**config.mk**
```make
export PLATFORM = sky130hd
export DESIGN_NAME = mp2d_line_store
export DESIGN_NICKNAME = d
export VERILOG_FILES = /design/src/mp2d_pkg.sv /design/src/mp2d_line_store.sv
export SDC_FILE = /design/constraint.sdc
export NUM_CORES = 2
export LEC_CHECK = 0
export BUFFER_PORTS_ARGS = -buffer_cell sky130_fd_sc_hd__buf_2
export CORE_MARGIN = 1.5
export CORE_UTILIZATION = 55
export DETAILED_ROUTE_END_ITERATION = 10
export PLACE_DENSITY = 0.74
export REMOVE_ABC_BUFFERS = 1
export SYNTH_ARGS = -nofsm -noshare
export SYNTH_HDL_FRONTEND = slang
export SYNTH_SLANG_ARGS = --single-unit
export TNS_END_PERCENT = 1
```
**constraint.sdc**
```tcl
create_clock -name clk -period 2.3 [get_ports clk]
set_input_delay 0.115 -clock clk [delete_from_list [all_inputs] [get_ports clk]]
set_output_delay 0.115 -clock clk [all_outputs]
set_load 0.02 [all_outputs]
```
**src/mp2d_pkg.sv**
```systemverilog
package mp2d_pkg;

  // configuration register widths and port shape
  localparam int CFG_DIM_W  = 9;
  localparam int CFG_POOL_W = 4;
  localparam int CFG_DATA_W = 9;
  localparam int CFG_IDX_W  = 2;

  // default build sizes
  localparam int DEF_MAX_WIDTH  = 256;
  localparam int DEF_MAX_POOL   = 8;
  localparam int DEF_PIXEL_BITS = 16;

  // register reset values
  localparam logic [CFG_DIM_W-1:0]  RST_IMAGE_WIDTH  = 9'd28;
  localparam logic [CFG_DIM_W-1:0]  RST_IMAGE_HEIGHT = 9'd28;
  localparam logic [CFG_POOL_W-1:0] RST_POOL_HEIGHT  = 4'd2;
  localparam logic [CFG_POOL_W-1:0] RST_POOL_WIDTH   = 4'd2;

  typedef enum logic [CFG_IDX_W-1:0] {
    REG_IMAGE_WIDTH  = 2'd0,
    REG_IMAGE_HEIGHT = 2'd1,
    REG_POOL_HEIGHT  = 2'd2,
    REG_POOL_WIDTH   = 2'd3
  } mp2d_reg_t;

  // line store access request for one cycle
  typedef struct packed {
    logic rd_en;
    logic wr_en;
  } mp2d_ls_ctrl_t;

  // what the second stage does with a word
  typedef struct packed {
    logic emit;
    logic write;
    logic use_partial;
    logic end_of_row;
    logic end_of_image;
  } mp2d_s1_ctrl_t;

endpackage

```
**src/mp2d_line_store.sv**
```systemverilog
module mp2d_line_store #(
  parameter int DEPTH  = 256,
  parameter int DATA_W = 16,
  parameter int ADDR_W = (DEPTH > 1) ? $clog2(DEPTH) : 1
) (
  input  logic                     clk,
  input  logic                     rst_n,
  input  mp2d_pkg::mp2d_ls_ctrl_t  ctrl,
  input  logic [ADDR_W-1:0]        rd_addr,
  input  logic [ADDR_W-1:0]        wr_addr,
  input  logic signed [DATA_W-1:0] wr_data,
  output logic signed [DATA_W-1:0] rd_data
);
  import mp2d_pkg::*;

  logic signed [DATA_W-1:0] mem [DEPTH];
  logic signed [DATA_W-1:0] rd_q_r;
  logic signed [DATA_W-1:0] fwd_data_r;
  logic                     fwd_r;
  logic                     fwd_nxt;

  // a write landing on the entry being read in the same cycle wins
  assign fwd_nxt = ctrl.rd_en && ctrl.wr_en && (rd_addr == wr_addr);

  always_ff @(posedge clk) begin
    if (ctrl.wr_en) begin
      mem[wr_addr] <= wr_data;
    end
    if (ctrl.rd_en) begin
      rd_q_r     <= mem[rd_addr];
      fwd_data_r <= wr_data;
    end
  end

  always_ff @(posedge clk) begin
    if (!rst_n) begin
      fwd_r <= 1'b0;
    end else if (ctrl.rd_en) begin
      fwd_r <= fwd_nxt;
    end
  end

  assign rd_data = fwd_r ? fwd_data_r : rd_q_r;

endmodule

```
==> flow_summary.rst <==
.. list-table::
   :header-rows: 1

   * - Metric
     - Value
   * - Dominant register cell in the synthesized netlist
     - sky130_fd_sc_hd__edfxtp_1
   * - Utilization after layout
     - 0.645
   * - Time the worst path needs with I/O delays and setup
     - between 2 and 3 ns
   * - Global-route track usage on met2
     - 0.473
   * - Overall via count from detail_route
     - ~85000
   * - Setup slack of the worst register-to-register path
     - -0.26 ns
   * - Largest net degree at the start of global routing
     - 94
   * - Clock Skews
     - between 0.07 and 0.08 ns
   * - CTS Root Cell
     - sky130_fd_sc_hd__clkbuf_16
   * - Layout cells sized above 1
     - 0.301
   * - Die Span Y
     - about 540 µm
   * - Gr busiest metal
     - met2
   * - Post-synthesis area per instance
     - roughly 22 µm²
   * - Outcome
     - finished with violations
   * - HPWL reported at the end of detailed placement
     - 273000 µm
   * - Worst Setup Start Kind
     - register
   * - Initial DRC count
     - 13710
   * - Row cnt
     - roughly 200
   * - Maximum ir drop on the vdd rail
     - 0.00108 V
   * - Final critical-path setup slack
     - -0.256 ns
   * - Via density per instance
     - about 6.7
   * - Initial antenna violation count
     - 29
   * - Destination of the critical timing path
     - rd_q_r[13]$_DFFE_PP_
   * - Syn Std Cell Area
     - between 150000 and 200000 µm²
   * - Global-route congestion overflow total
     - 0
   * - Most area-hungry cell type in the Yosys netlist
     - sky130_fd_sc_hd__edfxtp_1
   * - Number of levels the H-tree was split into
     - 5
   * - Number of buffers created by CTS
     - 400
   * - Last weighted congestion value of the routability-driven placer
     - between 0.9 and 1
   * - FF-to-FF Start
     - mem[239][13]$_DFFE_PP_
   * - Number of filler cells placed in the layout
     - around 18000
   * - Count of synthesis-stage warnings from yosys
     - 0
   * - Setup repair after global routing missed its margin
     - yes
   * - Post-route design area
     - between 150000 and 200000 µm²
   * - Met1 layer usage reported by global route
     - 0.404
   * - Initial cell density of the core
     - 0.552
   * - Detailed-routing iteration count for the pre-antenna-repair pass
     - 6
   * - Required arrival time at the worst endpoint
     - between 2 and 3 ns
   * - Antenna violation net count after detailed routing
     - 0
   * - Maximum operating frequency
     - ~390 MHz
   * - Width of the die
     - around 540 µm
   * - First-pass GRT wire length
     - approximately 620000 µm
   * - Die outline area
     - 295000 µm²
   * - Cell area after placement
     - 174000 µm²
   * - Largest buffer count on any clock path
     - 4
   * - Dominant cells by area after synthesis
     - sky130_fd_sc_hd__edfxtp_1 (77%), sky130_fd_sc_hd__mux4_2 (11%), sky130_fd_sc_hd__mux2i_1 (3.9%), sky130_fd_sc_hd__o221ai_1 (1.3%), sky130_fd_sc_hd__nor2_1 (0.67%)
   * - DRT Wirelength
     - approximately 440000 µm
   * - Critical register-to-register path endpoint
     - rd_q_r[13]$_DFFE_PP_
   * - Final Instance Count excl. Fillers
     - around 13000
   * - Instance count of the mapped netlist
     - around 7400
   * - Max-slew violation count
     - 0
   * - Leakage power
     - 61.1 nW
   * - Number of synthesized register bits
     - 4129
   * - Cell count of the worst reg-to-reg path
     - 8
   * - Synth-to-Final Area Change
     - 16.9%
   * - Number of enable flip-flop cells after synthesis
     - around 4100
   * - GRT met3 Usage
     - 0.0596
   * - Final count of hold timing violations
     - 0
   * - Critical path arrival
     - between 3 and 4 ns
   * - Number of setup violations in the final report
     - 15
   * - Routed length per instance
     - 34.3 µm
   * - Num Clock Sinks
     - between 4000 and 5000
   * - Layout net count
     - approximately 8600
   * - Remaining DRCs
     - 0
   * - Pwr Density
     - 829 nW/µm²
   * - Via count of the first global-routing pass
     - about 86000
   * - Top fanout value on the critical path
     - 1
   * - Clock-pin slew on the worst setup and hold paths
     - ~0.06 ns
   * - Violations in the final reports
     - setup timing
   * - CP endpoint kind
     - register
   * - Start point of the critical path
     - mem[239][13]$_DFFE_PP_
   * - Category of the most critical setup path
     - reg2reg
   * - TritonCTS clock tree
     - done
   * - Portion of the post-synthesis area used by sequential elements
     - 0.774
   * - Io pins
     - between 50 and 60
   * - Number of placed cells counting well taps
     - ~12000
   * - Async set-reset flop share out of synthesis
     - 0
   * - Hold WC Path Type
     - in2reg
   * - Std-Cell Core Area
     - 290000 µm²
   * - Worst slew margin
     - 0.345
   * - Post-route clock period utilization
     - 1.11
   * - Gr usage total
     - 0.299
   * - Area used by multi-input combinational logic
     - approximately 34000 µm²
   * - Port Buf Inserts
     - 51
   * - Pre-CTS WS
     - -1.54 ns
   * - Max_cap viols
     - 0
   * - Sequential cell area
     - about 120000 µm²
   * - Worst Max-Slew Pin Slew
     - about 0.98 ns
   * - Post-synth cell types
     - 70
   * - Share of Yosys cell area claimed by the top area cell type
     - 0.773
   * - Clock Latency Late Sink
     - roughly 0.94 ns
-- timing repair --
item / CTS / global route
cloned: 0 / 1
resized for setup: 79 / 49
endpoints found under the setup margin: 30 / 29
endpoints found under the hold margin: 2637 / 0
setup buffers: 0 / 0
hold buffers: 25 / 0
pin swaps: 16 / 17
-- synthesized netlist by cell type, drive strengths merged (8+ instances only) --
cell     count
a211oi      14
o221ai     247
mux2i      626
o21ai       78
nor2       286
a21oi      152
clkbuf     180
edfxtp    4128
o22ai      146
nor3       144
a221oi      13
nand2       54
nand3       45
o31ai        8
mux4       795
nand4       21
buf        276
a22o        19
a22oi       53
nor2b       15
nor4        35
mux2        21
a2111oi      9
-- stage by stage --
step	hold slack [ns]	power [mW]	setup TNS, ns
after floorplan	0.214	87.7	-69.10
after global placement	0.477	93.2	-16.40
after detailed placement	0.475	93.4	-16.83
after CTS	0.0163	155	-2.07
after global routing	0.0803	159	-2.33
final	0.0639	155	-1.86
-- power by group --
part	internal, mW	switching (mW)
combinational	3.54	5.66
sequential	83.0	0.0901
clock	35.3	27.6
-- worst max-delay path, cell delays in order (launching register included) --
cell and delay (ns):
sky130_fd_sc_hd__edfxtp_1 0.39, sky130_fd_sc_hd__mux4_2 0.47, sky130_fd_sc_hd__mux4_2 0.57, sky130_fd_sc_hd__nand2_2 0.10
sky130_fd_sc_hd__o31ai_2 0.06, sky130_fd_sc_hd__buf_4 0.18, sky130_fd_sc_hd__nand4_1 0.35, sky130_fd_sc_hd__buf_12 0.16
sky130_fd_sc_hd__nor4_2 0.03
-- flip-flops by register name, indices dropped and copies added (netlist names) --
register,cells
fwd_r,1
mem,4096
fwd_data_r,16
rd_q_r,16
-- cell type report --
cell class / count / area share
clock buffer: 477 / 0.0556
clock inverter: 226 / 0.0105
sequential: 4129 / 0.662
tap: 3900 / 0.0261
inverter: 5 / 0.000167
antenna: 15 / 0.000200
timing repair buffer: 1219 / 0.0660
multi-input combinational: 2848 / 0.180
-- how the worst min path moves through the flow --
stage	from	endpoint	slack, ns	depth (start not counted)
final	rd_addr[3]	rd_q_r[3]$_DFFE_PP_	0.06	4
after global routing	rd_addr[3]	rd_q_r[3]$_DFFE_PP_	0.08	4
after CTS	rd_addr[3]	rd_q_r[3]$_DFFE_PP_	0.02	4
after detailed placement	rst_n	fwd_r$_SDFFE_PN0P_	0.47	2
after global placement	rst_n	fwd_r$_SDFFE_PN0P_	0.48	2
after floorplan	wr_data[0]	fwd_data_r[0]$_DFFE_PP_	0.21	0
-- metal layers --
layer,wire (µm),up-vias,share of wire
met4,23500,14,0.053
met1,154000,44250,0.35
met3,53200,1010,0.12
li1,-,33901,-
met2,210000,6163,0.48
met5,89,-,0.00020
-- logic make-up (layout without fill, tap and decap cells) --
family	count (synthesis)	count (layout)	share of synthesized area
buffers and inverters	463	1927	0.0211
and+or+nand+nor	634	634	0.0186
muxes	1442	1442	0.153
other	0	15	0
xor gates and xnor gates	8	8	0.000437
AOI/OAI and AO/OA	764	764	0.0335
DFF	4129	4129	0.774
-- layout by cell type, fill, tap and decap left out, types with 10 or more instances in the layout --
| cell type | count |
|---|---|
| sky130_fd_sc_hd__mux2_2 | 12 |
| sky130_fd_sc_hd__o221ai_1 | 235 |
| sky130_fd_sc_hd__nand2_1 | 52 |
| sky130_fd_sc_hd__buf_4 | 893 |
| sky130_fd_sc_hd__clkinvlp_4 | 15 |
| sky130_fd_sc_hd__o21ai_0 | 70 |
| sky130_fd_sc_hd__a22oi_1 | 38 |
| sky130_fd_sc_hd__a22o_1 | 10 |
| sky130_fd_sc_hd__clkbuf_1 | 72 |
| sky130_fd_sc_hd__a211oi_1 | 14 |
| sky130_fd_sc_hd__clkinv_1 | 91 |
| sky130_fd_sc_hd__nand3_1 | 42 |
| sky130_fd_sc_hd__o221ai_2 | 12 |
| sky130_fd_sc_hd__mux4_1 | 20 |
| sky130_fd_sc_hd__a21oi_1 | 147 |
| sky130_fd_sc_hd__nor4_2 | 11 |
| sky130_fd_sc_hd__mux4_2 | 775 |
| sky130_fd_sc_hd__a221oi_1 | 10 |
| sky130_fd_sc_hd__nor3_1 | 129 |
| sky130_fd_sc_hd__a22oi_2 | 15 |
| sky130_fd_sc_hd__buf_12 | 238 |
| sky130_fd_sc_hd__o22ai_1 | 145 |
| sky130_fd_sc_hd__edfxtp_1 | 4128 |
| sky130_fd_sc_hd__nor4_1 | 21 |
| sky130_fd_sc_hd__dlygate4sd3_1 | 25 |
| sky130_fd_sc_hd__buf_6 | 10 |
| sky130_fd_sc_hd__bufinv_16 | 27 |
| sky130_fd_sc_hd__mux2i_1 | 626 |
| sky130_fd_sc_hd__diode_2 | 15 |
| sky130_fd_sc_hd__nor2b_1 | 13 |
| sky130_fd_sc_hd__clkinv_2 | 70 |
| sky130_fd_sc_hd__nor2_1 | 244 |
| sky130_fd_sc_hd__nor2_2 | 42 |
| sky130_fd_sc_hd__nor3_2 | 13 |
| sky130_fd_sc_hd__nand4_1 | 21 |
| sky130_fd_sc_hd__buf_2 | 30 |
| sky130_fd_sc_hd__buf_8 | 14 |
| sky130_fd_sc_hd__inv_6 | 10 |
| sky130_fd_sc_hd__clkbuf_16 | 406 |
No activity file was read; power rests on OpenSTA's default activity.
